==> src/hdl/lprf_pkg.sv <==
`timescale 1ns / 1ps
// Shared constants, field types and inter-module structs of the record FIFO.
package lprf_pkg;

   // Byte store size and the widths that follow from it.
   localparam int CAPACITY  = 1024;
   localparam int POS_W     = $clog2(CAPACITY);
   localparam int CNT_W     = $clog2(CAPACITY + 1);
   localparam int HDR_BYTES = 4;

   // Fixed widths of the beat fields.
   localparam int ACTION_W       = 3;
   localparam int BYTE_COUNT_W   = 11;
   localparam int DATA_W         = 8;
   localparam int STATUS_W       = 2;
   localparam int STORED_LEN_W   = 10;
   localparam int FREE_SPACE_W   = 11;
   localparam int HDR_W          = 8 * HDR_BYTES;

   // Width that holds free space plus a record length plus the header.
   localparam int SUM_W = ((CNT_W > BYTE_COUNT_W) ? CNT_W : BYTE_COUNT_W) + 2;
   localparam int END_W = CNT_W + 1;

   typedef logic [POS_W-1:0]        pos_type;
   typedef logic [CNT_W-1:0]        cnt_type;
   typedef logic [SUM_W-1:0]        sum_type;
   typedef logic [END_W-1:0]        end_type;
   typedef logic [DATA_W-1:0]       byte_type;
   typedef logic [HDR_W-1:0]        hdr_type;
   typedef logic [BYTE_COUNT_W-1:0] byte_count_type;
   typedef logic [STORED_LEN_W-1:0] stored_len_type;
   typedef logic [FREE_SPACE_W-1:0] free_space_type;

   typedef enum logic [ACTION_W-1:0] {
      ACT_PUSH_START = 3'd0,
      ACT_PUSH_BYTE  = 3'd1,
      ACT_POP_START  = 3'd2,
      ACT_POP_BYTE   = 3'd3,
      ACT_CLEAR      = 3'd4
   } action_type;

   typedef enum logic [STATUS_W-1:0] {
      STS_OK      = 2'd0,
      STS_NO_ROOM = 2'd1,
      STS_EMPTY   = 2'd2,
      STS_SEQ     = 2'd3
   } status_type;

   typedef struct packed {
      status_type     status;
      byte_type       read_byte;
      stored_len_type stored_length;
      logic           last_byte;
      logic           queue_empty;
      free_space_type free_space;
   } result_type;

   typedef struct packed {
      logic     wr_en;
      pos_type  wr_addr;
      byte_type wr_data;
      logic     rd_en;
      pos_type  rd_addr;
   } ram_req_type;

endpackage

==> src/hdl/lprf_if.sv <==
`timescale 1ns / 1ps
// Valid/ready channel interfaces for request and response beats.
interface lprf_req_if;
   logic                                valid;
   logic                                ready;
   logic [lprf_pkg::ACTION_W-1:0]       action;
   logic [lprf_pkg::BYTE_COUNT_W-1:0]   byte_count;
   logic [lprf_pkg::DATA_W-1:0]         data_byte;

   modport source (output valid, action, byte_count, data_byte, input ready);
   modport sink   (input valid, action, byte_count, data_byte, output ready);
endinterface


==> src/hdl/lprf_seq.sv <==
`timescale 1ns / 1ps
// Sequencer: queue pointers, header transfer and per-item decisions.
module lprf_seq (
   input  logic                   clock,
   input  logic                   reset,
   lprf_req_if.sink               req_ch,
   input  logic                   slot_free,
   input  lprf_pkg::byte_type     ram_rd_data,
   output lprf_pkg::ram_req_type  ram_req,
   output logic                   res_valid,
   output lprf_pkg::result_type   res
);

   typedef enum logic [6:0] {
      S_IDLE      = 7'b0000001,
      S_HDR_WRITE = 7'b0000010,
      S_HDR_READ  = 7'b0000100,
      S_POP_CALC  = 7'b0001000,
      S_POP_SETUP = 7'b0010000,
      S_POP_DATA  = 7'b0100000,
      S_RESULT    = 7'b1000000
   } state_type;

   state_type                state_ff, state_in;
   lprf_pkg::pos_type        wr_pos_ff, wr_pos_in;
   lprf_pkg::pos_type        rd_pos_ff, rd_pos_in;
   lprf_pkg::cnt_type        free_ff, free_in;
   lprf_pkg::cnt_type        push_pend_ff, push_pend_in;
   lprf_pkg::cnt_type        pop_pend_ff, pop_pend_in;
   lprf_pkg::pos_type        rec_end_ff, rec_end_in;
   lprf_pkg::cnt_type        rec_size_ff, rec_size_in;
   lprf_pkg::byte_count_type count_ff, count_in;
   logic [1:0]               hdr_idx_ff, hdr_idx_in;
   lprf_pkg::hdr_type        hdr_raw_ff, hdr_raw_in;
   lprf_pkg::status_type     status_ff, status_in;
   lprf_pkg::byte_type       read_byte_ff, read_byte_in;
   lprf_pkg::stored_len_type stored_len_ff, stored_len_in;
   logic                     last_ff, last_in;

   logic                     accept;
   logic                     busy;
   lprf_pkg::sum_type        need;
   logic                     no_room;
   lprf_pkg::cnt_type        free_after_push;
   lprf_pkg::sum_type        free_pop_sum;
   lprf_pkg::cnt_type        free_after_pop;
   lprf_pkg::end_type        end_sum;
   lprf_pkg::pos_type        end_calc;
   lprf_pkg::cnt_type        copy_limit;
   lprf_pkg::hdr_type        hdr_word;
   logic                     queue_empty;

   function automatic lprf_pkg::pos_type next_pos(input lprf_pkg::pos_type p);
      return (p == lprf_pkg::pos_type'(lprf_pkg::CAPACITY - 1)) ?
             '0 : p + lprf_pkg::pos_type'(1);
   endfunction

   assign req_ch.ready = (state_ff == S_IDLE);
   assign accept       = req_ch.valid && req_ch.ready;
   assign busy         = (push_pend_ff != '0) || (pop_pend_ff != '0);
   assign queue_empty  = (free_ff == lprf_pkg::cnt_type'(lprf_pkg::CAPACITY));

   // Room check and reservation for a new record.
   assign need = lprf_pkg::sum_type'(req_ch.byte_count) +
                 lprf_pkg::sum_type'(lprf_pkg::HDR_BYTES);
   assign no_room = lprf_pkg::sum_type'(free_ff) < need;
   assign free_after_push = lprf_pkg::cnt_type'(lprf_pkg::sum_type'(free_ff) - need);

   // Space released when a record is retired, saturated at the capacity.
   assign free_pop_sum = lprf_pkg::sum_type'(free_ff) + lprf_pkg::sum_type'(rec_size_ff) +
                         lprf_pkg::sum_type'(lprf_pkg::HDR_BYTES);
   assign free_after_pop = (free_pop_sum > lprf_pkg::sum_type'(lprf_pkg::CAPACITY)) ?
                           lprf_pkg::cnt_type'(lprf_pkg::CAPACITY) :
                           lprf_pkg::cnt_type'(free_pop_sum);

   // End of the record: the sum stays below twice the capacity.
   assign end_sum  = lprf_pkg::end_type'(rd_pos_ff) + lprf_pkg::end_type'(rec_size_ff);
   assign end_calc = (end_sum >= lprf_pkg::end_type'(lprf_pkg::CAPACITY)) ?
                     lprf_pkg::pos_type'(end_sum - lprf_pkg::end_type'(lprf_pkg::CAPACITY)) :
                     lprf_pkg::pos_type'(end_sum);

   assign copy_limit = (lprf_pkg::sum_type'(rec_size_ff) < lprf_pkg::sum_type'(count_ff)) ?
                       rec_size_ff : lprf_pkg::cnt_type'(count_ff);

   assign hdr_word = lprf_pkg::hdr_type'(count_ff);

   always_comb begin
      state_in      = state_ff;
      wr_pos_in     = wr_pos_ff;
      rd_pos_in     = rd_pos_ff;
      free_in       = free_ff;
      push_pend_in  = push_pend_ff;
      pop_pend_in   = pop_pend_ff;
      rec_end_in    = rec_end_ff;
      rec_size_in   = rec_size_ff;
      count_in      = count_ff;
      hdr_idx_in    = hdr_idx_ff;
      hdr_raw_in    = hdr_raw_ff;
      status_in     = status_ff;
      read_byte_in  = read_byte_ff;
      stored_len_in = stored_len_ff;
      last_in       = last_ff;
      res_valid     = 1'b0;

      ram_req.wr_en   = 1'b0;
      ram_req.wr_addr = wr_pos_ff;
      ram_req.wr_data = hdr_word[{hdr_idx_ff, 3'b000} +: lprf_pkg::DATA_W];
      ram_req.rd_en   = 1'b0;
      ram_req.rd_addr = rd_pos_ff;

      unique case (state_ff)
         S_IDLE: begin
            if (accept) begin
               status_in     = lprf_pkg::STS_OK;
               read_byte_in  = '0;
               stored_len_in = '0;
               last_in       = 1'b0;
               count_in      = req_ch.byte_count;
               state_in      = S_RESULT;
               unique case (lprf_pkg::action_type'(req_ch.action))
                  lprf_pkg::ACT_PUSH_START: begin
                     if (busy) begin
                        status_in = lprf_pkg::STS_SEQ;
                     end else if (no_room) begin
                        status_in = lprf_pkg::STS_NO_ROOM;
                     end else begin
                        ram_req.wr_en   = 1'b1;
                        ram_req.wr_data = req_ch.byte_count[lprf_pkg::DATA_W-1:0];
                        wr_pos_in       = next_pos(wr_pos_ff);
                        free_in         = free_after_push;
                        push_pend_in    = lprf_pkg::cnt_type'(req_ch.byte_count);
                        hdr_idx_in      = 2'd1;
                        state_in        = S_HDR_WRITE;
                     end
                  end
                  lprf_pkg::ACT_PUSH_BYTE: begin
                     if (push_pend_ff == '0) begin
                        status_in = lprf_pkg::STS_SEQ;
                     end else begin
                        ram_req.wr_en   = 1'b1;
                        ram_req.wr_data = req_ch.data_byte;
                        wr_pos_in       = next_pos(wr_pos_ff);
                        push_pend_in    = push_pend_ff - lprf_pkg::cnt_type'(1);
                     end
                  end
                  lprf_pkg::ACT_POP_START: begin
                     if (busy) begin
                        status_in = lprf_pkg::STS_SEQ;
                     end else if (queue_empty) begin
                        status_in = lprf_pkg::STS_EMPTY;
                     end else begin
                        ram_req.rd_en = 1'b1;
                        rd_pos_in     = next_pos(rd_pos_ff);
                        hdr_idx_in    = 2'd0;
                        state_in      = S_HDR_READ;
                     end
                  end
                  lprf_pkg::ACT_POP_BYTE: begin
                     if (pop_pend_ff == '0) begin
                        status_in = lprf_pkg::STS_SEQ;
                     end else begin
                        ram_req.rd_en = 1'b1;
                        rd_pos_in     = next_pos(rd_pos_ff);
                        pop_pend_in   = pop_pend_ff - lprf_pkg::cnt_type'(1);
                        state_in      = S_POP_DATA;
                        if (pop_pend_ff == lprf_pkg::cnt_type'(1)) begin
                           // Last copied byte: skip the rest and release the record.
                           last_in   = 1'b1;
                           rd_pos_in = rec_end_ff;
                           free_in   = free_after_pop;
                        end
                     end
                  end
                  lprf_pkg::ACT_CLEAR: begin
                     free_in      = lprf_pkg::cnt_type'(lprf_pkg::CAPACITY);
                     rd_pos_in    = wr_pos_ff;
                     push_pend_in = '0;
                     pop_pend_in  = '0;
                  end
                  default: begin
                     status_in = lprf_pkg::STS_SEQ;
                  end
               endcase
            end
         end
         S_HDR_WRITE: begin
            ram_req.wr_en = 1'b1;
            wr_pos_in     = next_pos(wr_pos_ff);
            if (hdr_idx_ff == 2'd3) begin
               state_in = S_RESULT;
            end else begin
               hdr_idx_in = hdr_idx_ff + 2'd1;
            end
         end
         S_HDR_READ: begin
            // Header bytes arrive least significant first.
            hdr_raw_in = {ram_rd_data, hdr_raw_ff[lprf_pkg::HDR_W-1:lprf_pkg::DATA_W]};
            if (hdr_idx_ff == 2'd3) begin
               state_in = S_POP_CALC;
            end else begin
               ram_req.rd_en = 1'b1;
               rd_pos_in     = next_pos(rd_pos_ff);
               hdr_idx_in    = hdr_idx_ff + 2'd1;
            end
         end
         S_POP_CALC: begin
            rec_size_in = (hdr_raw_ff > lprf_pkg::hdr_type'(lprf_pkg::CAPACITY)) ?
                          lprf_pkg::cnt_type'(lprf_pkg::CAPACITY) :
                          lprf_pkg::cnt_type'(hdr_raw_ff);
            state_in    = S_POP_SETUP;
         end
         S_POP_SETUP: begin
            rec_end_in    = end_calc;
            stored_len_in = lprf_pkg::stored_len_type'(rec_size_ff);
            pop_pend_in   = copy_limit;
            if (copy_limit == '0) begin
               rd_pos_in = end_calc;
               free_in   = free_after_pop;
            end
            state_in = S_RESULT;
         end
         S_POP_DATA: begin
            read_byte_in = ram_rd_data;
            state_in     = S_RESULT;
         end
         S_RESULT: begin
            res_valid = 1'b1;
            if (slot_free) begin
               state_in = S_IDLE;
            end
         end
         default: begin
            state_in = S_IDLE;
         end
      endcase
   end

   always_ff @(posedge clock) begin
      if (reset) begin
         state_ff     <= S_IDLE;
         wr_pos_ff    <= '0;
         rd_pos_ff    <= '0;
         free_ff      <= lprf_pkg::cnt_type'(lprf_pkg::CAPACITY);
         push_pend_ff <= '0;
         pop_pend_ff  <= '0;
         rec_end_ff   <= '0;
         rec_size_ff  <= '0;
      end else begin
         state_ff     <= state_in;
         wr_pos_ff    <= wr_pos_in;
         rd_pos_ff    <= rd_pos_in;
         free_ff      <= free_in;
         push_pend_ff <= push_pend_in;
         pop_pend_ff  <= pop_pend_in;
         rec_end_ff   <= rec_end_in;
         rec_size_ff  <= rec_size_in;
      end
   end

   always_ff @(posedge clock) begin
      count_ff      <= count_in;
      hdr_idx_ff    <= hdr_idx_in;
      hdr_raw_ff    <= hdr_raw_in;
      status_ff     <= status_in;
      read_byte_ff  <= read_byte_in;
      stored_len_ff <= stored_len_in;
      last_ff       <= last_in;
   end

   assign res.status        = status_ff;
   assign res.read_byte     = read_byte_ff;
   assign res.stored_length = stored_len_ff;
   assign res.last_byte     = last_ff;
   assign res.queue_empty   = queue_empty;
   assign res.free_space    = lprf_pkg::free_space_type'(free_ff);

endmodule

==> src/flat_wrapper.sv <==
// flat-port wrapper written by rule: the top's interface ports become plain ports
module lprf_seq_flat 
  (clock, reset, slot_free, ram_rd_data, ram_req, res_valid, res, req_ch_valid, req_ch_action, req_ch_byte_count, req_ch_data_byte, req_ch_ready);
  lprf_req_if req_ch_i ();
  input  logic clock;
  input  logic reset;
  input  logic slot_free;
  input  lprf_pkg::byte_type ram_rd_data;
  output lprf_pkg::ram_req_type ram_req;
  output logic res_valid;
  output lprf_pkg::result_type res;
  input wire logic [$bits(req_ch_i.valid)-1:0] req_ch_valid;
  input wire logic [$bits(req_ch_i.action)-1:0] req_ch_action;
  input wire logic [$bits(req_ch_i.byte_count)-1:0] req_ch_byte_count;
  input wire logic [$bits(req_ch_i.data_byte)-1:0] req_ch_data_byte;
  output wire logic [$bits(req_ch_i.ready)-1:0] req_ch_ready;
  assign req_ch_i.valid = req_ch_valid;
  assign req_ch_i.action = req_ch_action;
  assign req_ch_i.byte_count = req_ch_byte_count;
  assign req_ch_i.data_byte = req_ch_data_byte;
  assign req_ch_ready = req_ch_i.ready;
  lprf_seq u_core (.clock(clock), .reset(reset), .req_ch(req_ch_i), .slot_free(slot_free), .ram_rd_data(ram_rd_data), .ram_req(ram_req), .res_valid(res_valid), .res(res));
endmodule
==> config.mk <==
export PLATFORM = sky130hd
export DESIGN_NAME = lprf_seq_flat
export DESIGN_NICKNAME = d
export VERILOG_FILES = /design/src/hdl/lprf_pkg.sv /design/src/hdl/lprf_if.sv /design/src/hdl/lprf_seq.sv /design/src/flat_wrapper.sv
export SDC_FILE = /design/constraint.sdc
export NUM_CORES = 1
export LEC_CHECK = 0
export ABC_CLOCK_PERIOD_IN_PS = 10500
export BUFFER_PORTS_ARGS = -buffer_cell sky130_fd_sc_hd__buf_2
export CAP_MARGIN = 20
export CORE_UTILIZATION = 60
export CTS_BUF_LIST = sky130_fd_sc_hd__clkbuf_4
export CTS_CLUSTER_SIZE = 20
export DETAILED_ROUTE_END_ITERATION = 8
export GPL_TIMING_DRIVEN = 0
export PLACE_DENSITY_LB_ADDON = 0.1
export SLEW_MARGIN = 25
export SYNTH_ARGS = -nofsm -noshare
export SYNTH_HDL_FRONTEND = slang
export SYNTH_SLANG_ARGS = --single-unit
==> constraint.sdc <==
create_clock -name clock -period 10.5 [get_ports clock]
set_clock_uncertainty 0.15 [all_clocks]
set_input_delay 2.1 -clock clock [delete_from_list [all_inputs] [get_ports clock]]
set_output_delay 2.1 -clock clock [all_outputs]
set_load 0.01 [all_outputs]
-- Word-level counts from Yosys, hierarchy flattened
Cells that the tools add are included.
- bits in registers: 147
- output and inout bits: 65
- $add $sub $neg: 11
- magnitude comparators: 5
- equality and inequality tests: 38
- shift-type cells: 1
- mux-type cells: 87
- bitwise logic cells: 1
- reductions and logical operators: 27
- operator list (kind ; number):
    $mux W11 ; 14
    $mux W10 ; 15
    $pmux W11 S2 ; 3
    $pmux W11 S3 ; 2
    $mux W7 ; 9
    $pmux W10 S2 ; 3
    $pmux W10 S3 ; 2
    $pmux W7 S6 ; 1
    $mux W8 ; 5
    $logic_not A11 Y1 ; 3
    $gt A32 B11 Y1 const B ; 1
    $pmux W8 S2 ; 2
    $shiftx A32 B6 Y8 ; 1
    $ne A3 B3 Y1 const B ; 10
    $reduce_and A8 Y1 ; 3
    $mux W2 ; 11
    $reduce_bool A11 Y1 ; 2
    $sub A11 B1 Y11 const B ; 2
    $pmux W7 S3 ; 1
    $add A10 B1 Y10 const B ; 2
    $eq A10 B10 Y1 const B ; 2
    $ne A2 B2 Y1 const B ; 7
    $add A13 B3 Y13 const B ; 1
    $gt A13 B11 Y1 const B ; 1
    39 further kinds ; 67

-- Logic depth before layout (Yosys ltp)
Gate-level depths: netlist (run 1).
- depth in word-level cells: 9
- mapped depth: 15

-- Least setup slack after synthesis (run 1)
Ideal clock, no wire load.
- kind: input to output
- from: input port req_ch_byte_count[4]
- to: output port ram_req[15] in the netlist's numbering
- data arrival time: 4.307 ns
- required time: 8.250 ns
- slack: 3.943 ns
- stages: 12
- path through: and3_1 > nand3_1 > xor2_1 > ha_1 > a211o_1 > o311a_1 > o211ai_1 > buf_2 > nand3_1 > o21ai_0 > a22oi_1 > o22ai_1
- RTL lines (element ; line ; source):
    start, declared ; flat_wrapper.sv:14 ; input wire logic [$bits(req_ch_i.byte_count)-1:0] req_ch_byte_count;
    end, declared ; flat_wrapper.sv:9 ; output lprf_pkg::ram_req_type ram_req;

==> results.py, run 1 <==
metrics = {
    "timing": {
        "rsz0062_at_grt": "no",
        "fmaxAchievable_mhz": 132,
        "slew_violations": 0,
        "slew_headroom_pct": 38.2,
        "finalHoldViolations": 0,
        "fin_crit_ns": 7.56,
        "setup_viol": 0,
        "worst_slew_pin_slew_ns": 0.928,
        "fin_setup_tns_ns": 0,
        "period_share_pct": 72.0,
    },
    "die": {
        "die_h_um": 125,
        "core_um2": 14700,
        "rows": 44,
        "ioPinCount": 99,
        "start_util_pct": 62.2,
        "die_w_um": 125,
        "die_area_um2": 15700,
    },
    "yosys": {
        "synth.distinct_cells": 89,
        "synth-main-ff-cell": "dfxtp_1",
        "synth_area_um2": 9150,
        "synth_nets": 1090,
        "synth_area_leaders": "edfxtp_1 22%, dfxtp_1 18%, ha_1 6.7%",
        "ys_seq_area_share_pct": 39.4,
        "synthArstFlopShare_pct": 0,
        "avgSynthCellArea_um2": 9.11,
        "synthCells": 1004,
        "ys_top_cells_by_count": "93 x nor2_1, 81 x dfxtp_1, 79 x nand2_1",
        "yosysTopAreaCell": "edfxtp_1",
        "yosysMostFrequentCell": "nor2_1",
        "yosys.area.top_type_share_pct": 21.7,
        "yosysWarnings": 0,
        "yosys_register_bits": 147,
        "synth_edf_count": 66,
    },
    "flow_run": {
        "max_cap_violations": 0,
    },
    "worst_setup_path": {
        "critPathArrivalTime_ns": 5.31,
        "rr_worst_depth": 12,
        "worstPathMaxFanout": 10,
        "r2r-start": "u_core.rec_size_ff[1]",
        "slowest_delay_ns": 0.54,
        "cp_data_required_time_ns": 8.25,
        "worstSetupPathType": "in -> out",
        "cp_cell_sequence": "buf_2 -> ha_1 -> nand3_1 -> xor2_1 -> ha_1 -> o21ai_0 -> a21oi_1 -> o311a_1 -> o211ai_1 -> buf_2 -> nor2b_1 -> a22oi_1 -> o21ai_0 -> buf_2",
        "crit_path_start_kind": "input pin",
        "cp_common_cell": "buf_2",
        "crit_path_top_delay_cell": "nor2b_1",
        "reg2reg_to": "u_core.free_ff[0]",
        "r2r_slack_ns": 6.53,
        "cp-end-kind": "output pin",
    },
    "placed_design": {
        "place_inst": 1284,
        "dp_hpwl_mm": 18.5,
        "place.gp.congestion": 0.964,
        "port_buffers": 96,
    },
    "clock_network": {
        "ctsHoldBuffers": 0,
        "post_cts_buffers": 0,
        "clk_path_buf_depth": 2,
        "clockRootBuffer": "clkbuf_4",
        "clk_pin_slew_ns": 0.16,
        "cts_inserted_buffers": 17,
        "tritoncts": "built",
        "cts_resized": 0,
        "clkSinkCount": 147,
        "clock_latency_ns": 0.60,
        "cts-htree-levels": 4,
    },
    "route": {
        "vias": 8395,
        "wl_mm": 25.2,
        "viasPerCell": 6.37,
        "dr.pass1.iters": 9,
        "drc_errors": 4,
        "ant_nets": 0,
        "avgRoutedWirePerCell_um": 19.2,
        "drt-initial-drc-count": 756,
    },
    "hold_path": {
        "whs_endpoint": "u_core.hdr_raw_ff[15]",
        "hp-start": "u_core.hdr_raw_ff[23]",
        "holdPathStages": 0,
        "hold_path_class": "reg -> reg",
    },
    "grt": {
        "antenna_found_initial": 1,
        "grt-ovfl-total": 0,
        "track_usage_pct": 32.9,
        "grt_pass1_wl_mm": 40.1,
        "grt_start_max_net_pins": 35,
        "grt_pass1_vias": 7732,
    },
    "cells_and_area": {
        "instances_no_fill": 1317,
        "synthToLayoutAreaGrowth_pct": 11.2,
        "drive_above_1_share_pct": 16.1,
        "nNetsFinal": 1205,
    },
    "power_and_ir_drop": {
        "finalPower_w": 0.00145,
        "p_per_area_nw_per_um2": 143,
        "vdd_drop_max_mv": 0.115,
        "power_leakage_nw": 4.03,
    },
    "run_status": {
        "status": "complete, but fails checks",
        "violations": "design-rule violations",
    },
}
[stage by stage]
stage,instance area [um2],setup slack (ns),util (%),hold WS (ns)
after detailed placement,9860,3.02,67.1,0.276
final,10200,2.94,69.2,0.314
after CTS,10200,3.02,69.1,0.312
after global routing,10200,2.68,69.2,0.325
after global placement,9860,3.15,67.0,0.281
after floorplan,9150,3.94,-,0.267
[layout by cell type (no fill, tap or decap), drive strengths merged, types with 23 or more instances in the layout]
master,synthesis,final
buf,10,106
nor2,95,95
dfxtp,81,81
nand2,81,81
a21oi,68,68
edfxtp,66,66
o21ai,62,62
inv,44,54
ha,49,49
clkbuf,31,48
a22oi,37,37
nand3,28,28
nor3,24,24
xnor2,23,23
[metal layers]
| metal | vias up | wire, um | GRT usage [%] | part of all wire (%) |
|---|---|---|---|---|
| met2 | 402 | 11000 | 50.5 | 44 |
| met4 | 0 | 930 | 15.1 | 3.7 |
| li1 | 4000 | - | - | - |
| met1 | 3921 | 11100 | 43.9 | 44 |
| met5 | - | 0 | 0 | 0 |
| met3 | 72 | 2230 | 7.83 | 8.8 |
[power breakdown]
part | internal, W | switching (W)
combinational | 0.000157 | 0.000249
sequential | 0.000635 | 0.0000415
clock | 0.000114 | 0.000255
total | 0.000906 | 0.000546
[state kept, by name, summed over array words and instances, names as in the netlist]
| signal | flops |
|---|---|
| u_core.count_ff | 11 |
| u_core.wr_pos_ff | 10 |
| u_core.stored_len_ff | 10 |
| u_core.hdr_idx_ff | 2 |
| u_core.state_ff | 7 |
| u_core.rec_size_ff | 11 |
| u_core.hdr_raw_ff | 32 |
| u_core.free_ff | 11 |
| u_core.last_ff | 1 |
| u_core.pop_pend_ff | 11 |
| u_core.rd_pos_ff | 10 |
| u_core.read_byte_ff | 8 |
| u_core.rec_end_ff | 10 |
| u_core.push_pend_ff | 11 |
| u_core.status_ff | 2 |
[critical path: cells and delay by family]
kind	cells	cell delay, ns
buffers and inverters	3	0.63
XOR/XNOR	1	0.17
adder cells (fa/ha/maj)	2	0.62
AND/OR/NAND/NOR	2	0.65
AO/OA/AOI/OAI	6	1.13
[logic make-up (layout without fill, tap and decap cells)]
kind of cell,after synthesis,after routing,synth area share [%]
and+or+nand+nor,371,371,21.8
AOI/OAI and AO/OA,286,286,21.3
DFF,147,147,39.4
buffers and inverters,85,213,3.72
adders and majority gates,52,52,7.36
xor gates and xnor gates,45,45,4.31
muxes,18,18,2.11
other,0,1,0
[layout make-up]
type | count | area (um2)
inverter | 44 | 165
tap | 184 | 230
antenna | 1 | 2.50
fill | 1243 | 4530
multi-input combinational | 772 | 5210
timing repair buffer | 96 | 480
sequential | 147 | 3600
clock inverter | 15 | 174
clock buffer | 17 | 128
buffer | 41 | 175
[how the worst max path moves through the flow]
stage	startpoint	end	slack (ns)	cells past startpoint
after CTS	req_ch_byte_count[2]	ram_req[17]	3.02	14
after detailed placement	req_ch_byte_count[2]	ram_req[17]	3.02	14
final	req_ch_byte_count[2]	ram_req[17]	2.94	14
after global routing	req_ch_byte_count[2]	ram_req[12]	2.68	14
after global placement	req_ch_byte_count[2]	ram_req[17]	3.15	14
after floorplan	req_ch_byte_count[4]	ram_req[15]	3.94	12
No activity file was read; power rests on OpenSTA's default activity.
==> run 2, diff against run 1 <==
--- a/config.mk
+++ b/config.mk
@@ -5,10 +5,10 @@
 export SDC_FILE = /design/constraint.sdc
 export NUM_CORES = 1
 export LEC_CHECK = 0
-export ABC_CLOCK_PERIOD_IN_PS = 10500
+export ABC_CLOCK_PERIOD_IN_PS = 6300
 export BUFFER_PORTS_ARGS = -buffer_cell sky130_fd_sc_hd__buf_2
 export CAP_MARGIN = 20
-export CORE_UTILIZATION = 60
+export CORE_UTILIZATION = 56
 export CTS_BUF_LIST = sky130_fd_sc_hd__clkbuf_4
 export CTS_CLUSTER_SIZE = 20
 export DETAILED_ROUTE_END_ITERATION = 8
==> constraint.sdc (replaced) <==
create_clock -name clock -period 6.3 [get_ports clock]
set_clock_uncertainty 0.15 [all_clocks]
set_input_delay 1.26 -clock clock [delete_from_list [all_inputs] [get_ports clock]]
set_output_delay 1.26 -clock clock [all_outputs]
set_load 0.01 [all_outputs]
==> run 2 against run 1 <==
The flow now finishes without violations. Largest power group unchanged. Sequential power grew 67%. Via count down 0.19%. Highest routed layer unchanged. Critical path depth unchanged. Sequential share of layout area down 0.087 points. Setup slack got worse by 2.5 ns. Critical endpoint is now ram_req[12]. First-iteration DRC count rose by 19%.
==> results.py, run 2 (same netlist as run 1, synthesis figures left out) <==
metrics = {
    "run_status": {
        "status": "finished clean",
    },
    "cells_and_area": {
        "fillers": 1395,
        "largest_reg_flops": 32,
        "largest-register": "u_core.hdr_raw_ff",
        "synthToLayoutAreaGrowth_pct": 11.5,
        "final_cell_mix": "101 x buf_2, 93 x nor2_1, 81 x dfxtp_1",
        "final_area_um2": 10200,
        "nNetsFinal": 1205,
        "final_common_cell": "buf_2",
        "drive_above_1_share_pct": 16.1,
    },
    "route": {
        "vias": 8379,
        "avgRoutedWirePerCell_um": 19.0,
        "dr.pass1.iters": 5,
        "ant_nets": 0,
        "viasPerCell": 6.21,
        "wl_mm": 25.7,
        "drt-initial-drc-count": 898,
        "drc_errors": 0,
    },
    "worst_setup_path": {
        "path_buf_inv": 3,
        "cp_cell_sequence": "buf_2 -> ha_1 -> nand3_1 -> xor2_1 -> ha_1 -> o21ai_0 -> a21oi_1 -> o311a_1 -> o211ai_1 -> buf_2 -> nor2b_1 -> a22oi_1 -> o22ai_1 -> buf_2",
        "r2r-start": "u_core.rec_size_ff[1]",
        "slowest_delay_ns": 0.46,
        "critPathArrivalTime_ns": 4.47,
        "cpLargestDelayFamily": "compound AO/OA/AOI/OAI gates",
        "worstPathMaxFanout": 10,
        "crit_path_start_kind": "input pin",
        "cp_common_cell": "buf_2",
        "worstSetupPathType": "in -> out",
        "crit_path_top_delay_cell": "nor2b_1",
        "r2r_slack_ns": 2.32,
        "cp_data_required_time_ns": 4.89,
        "rr_worst_depth": 12,
        "cp-end-kind": "output pin",
        "reg2reg_to": "u_core.free_ff[0]",
    },
    "timing": {
        "slew_headroom_pct": 30.9,
        "worst_slew_pin_slew_ns": 1.03,
        "setup_viol": 0,
        "rsz0062_at_grt": "no",
        "slew_violations": 0,
        "period_share_pct": 93.3,
        "fin_setup_tns_ns": 0,
        "fin_crit_ns": 5.88,
        "finalHoldViolations": 0,
        "fmaxAchievable_mhz": 170,
    },
    "clock_network": {
        "post_cts_buffers": 0,
        "clkSinkCount": 147,
        "ctsHoldBuffers": 0,
        "clockRootBuffer": "clkbuf_4",
        "clk_pin_slew_ns": 0.15,
        "cts-htree-levels": 4,
        "cts_inserted_buffers": 17,
        "clk_path_buf_depth": 2,
        "cts_resized": 0,
        "tritoncts": "built",
        "clock_latency_ns": 0.58,
    },
    "power_and_ir_drop": {
        "vdd_drop_max_mv": 0.161,
        "p_per_area_nw_per_um2": 236,
        "p_switching_w": 0.000903,
        "p_clk_share_pct": 24.8,
        "power_leakage_nw": 4.02,
        "p_int_w": 0.00150,
        "pwr-share-comb_pct": 28.3,
        "p_seq_share_pct": 46.9,
        "finalPower_w": 0.00241,
        "swShare_pct": 37.5,
    },
    "hold_path": {
        "hold_path_class": "reg -> reg",
        "hp-start": "u_core.hdr_raw_ff[20]",
        "holdPathStages": 0,
        "whs_endpoint": "u_core.hdr_raw_ff[12]",
    },
    "die": {
        "start_util_pct": 57.6,
        "die_h_um": 130,
        "ioPinCount": 99,
        "rows": 46,
        "die_area_um2": 16800,
        "die_w_um": 130,
        "core_um2": 15900,
    },
    "placed_design": {
        "dpl_cell_area_um2": 9900,
        "dp_hpwl_mm": 18.9,
        "port_buffers": 96,
        "place.gp.congestion": 0.937,
    },
    "grt": {
        "grt_use_met2_pct": 48.1,
        "grt_start_max_net_pins": 35,
        "grt_pass1_vias": 7586,
        "use_met1_pct": 42.7,
        "grt.busiest_layer": "met2",
        "track_usage_pct": 31.2,
        "antenna_found_initial": 2,
        "gr-usage-met3_pct": 6.85,
        "grt-ovfl-total": 0,
        "grt_pass1_wl_mm": 39.9,
    },
    "flow_run": {
        "max_cap_violations": 0,
    },
}
==> run 2: worst max-delay path by stage <==
stage,start,to,slack [ns],depth (start not counted)
after floorplan,req_ch_byte_count[4],ram_req[15],1.42,12
after global placement,req_ch_byte_count[2],ram_req[16],0.60,14
after detailed placement,req_ch_byte_count[2],ram_req[16],0.55,14
after CTS,req_ch_byte_count[2],ram_req[12],0.51,14
after global routing,req_ch_byte_count[2],ram_req[17],0.26,14
final,req_ch_byte_count[2],ram_req[12],0.42,14
==> run 2: per-stage QoR <==
| stage | setup slack, ns | instances | hold slack [ns] | utilization (%) |
|---|---|---|---|---|
| CTS | 0.507 | 1348 | 0.319 | 64.1 |
| global route | 0.263 | 1349 | 0.326 | 64.2 |
| detailed placement | 0.547 | 1316 | 0.277 | 62.3 |
| global placement | 0.598 | 1316 | 0.278 | 62.3 |
| floorplan | 1.42 | 1004 | 0.267 | - |
| finish | 0.422 | 1349 | 0.319 | 64.2 |
==> run 2: final cells by class <==
class	count	area (um2)	area share [%]
Clock buffer	17	128	1.25
Buffer	41	175	1.72
Sequential cell	147	3600	35.3
Antenna cell	1	2.50	0.0245
Clock inverter	15	159	1.56
Inverter	44	165	1.62
Multi-Input combinational cell	772	5210	51.1
Timing Repair Buffer	96	480	4.71
Tap cell	216	270	2.65
==> run 2: power groups by stage <==
stage | clock [W] | combinational (W) | sequential, W
finish | 0.000597 | 0.000681 | 0.00113
global route | 0.000641 | 0.000751 | 0.00113
CTS | 0.000602 | 0.000667 | 0.00113
detailed placement | 0 | 0.000661 | 0.00115
global placement | 0 | 0.000654 | 0.00115
floorplan | 0 | 0.000467 | 0.00114
==> run 2: per-layer routing <==
layer,part of all wire (%),wire length (um)
met3,8.8,2250
met5,0,0
met1,44,11300
met4,2.8,724
met2,45,11400
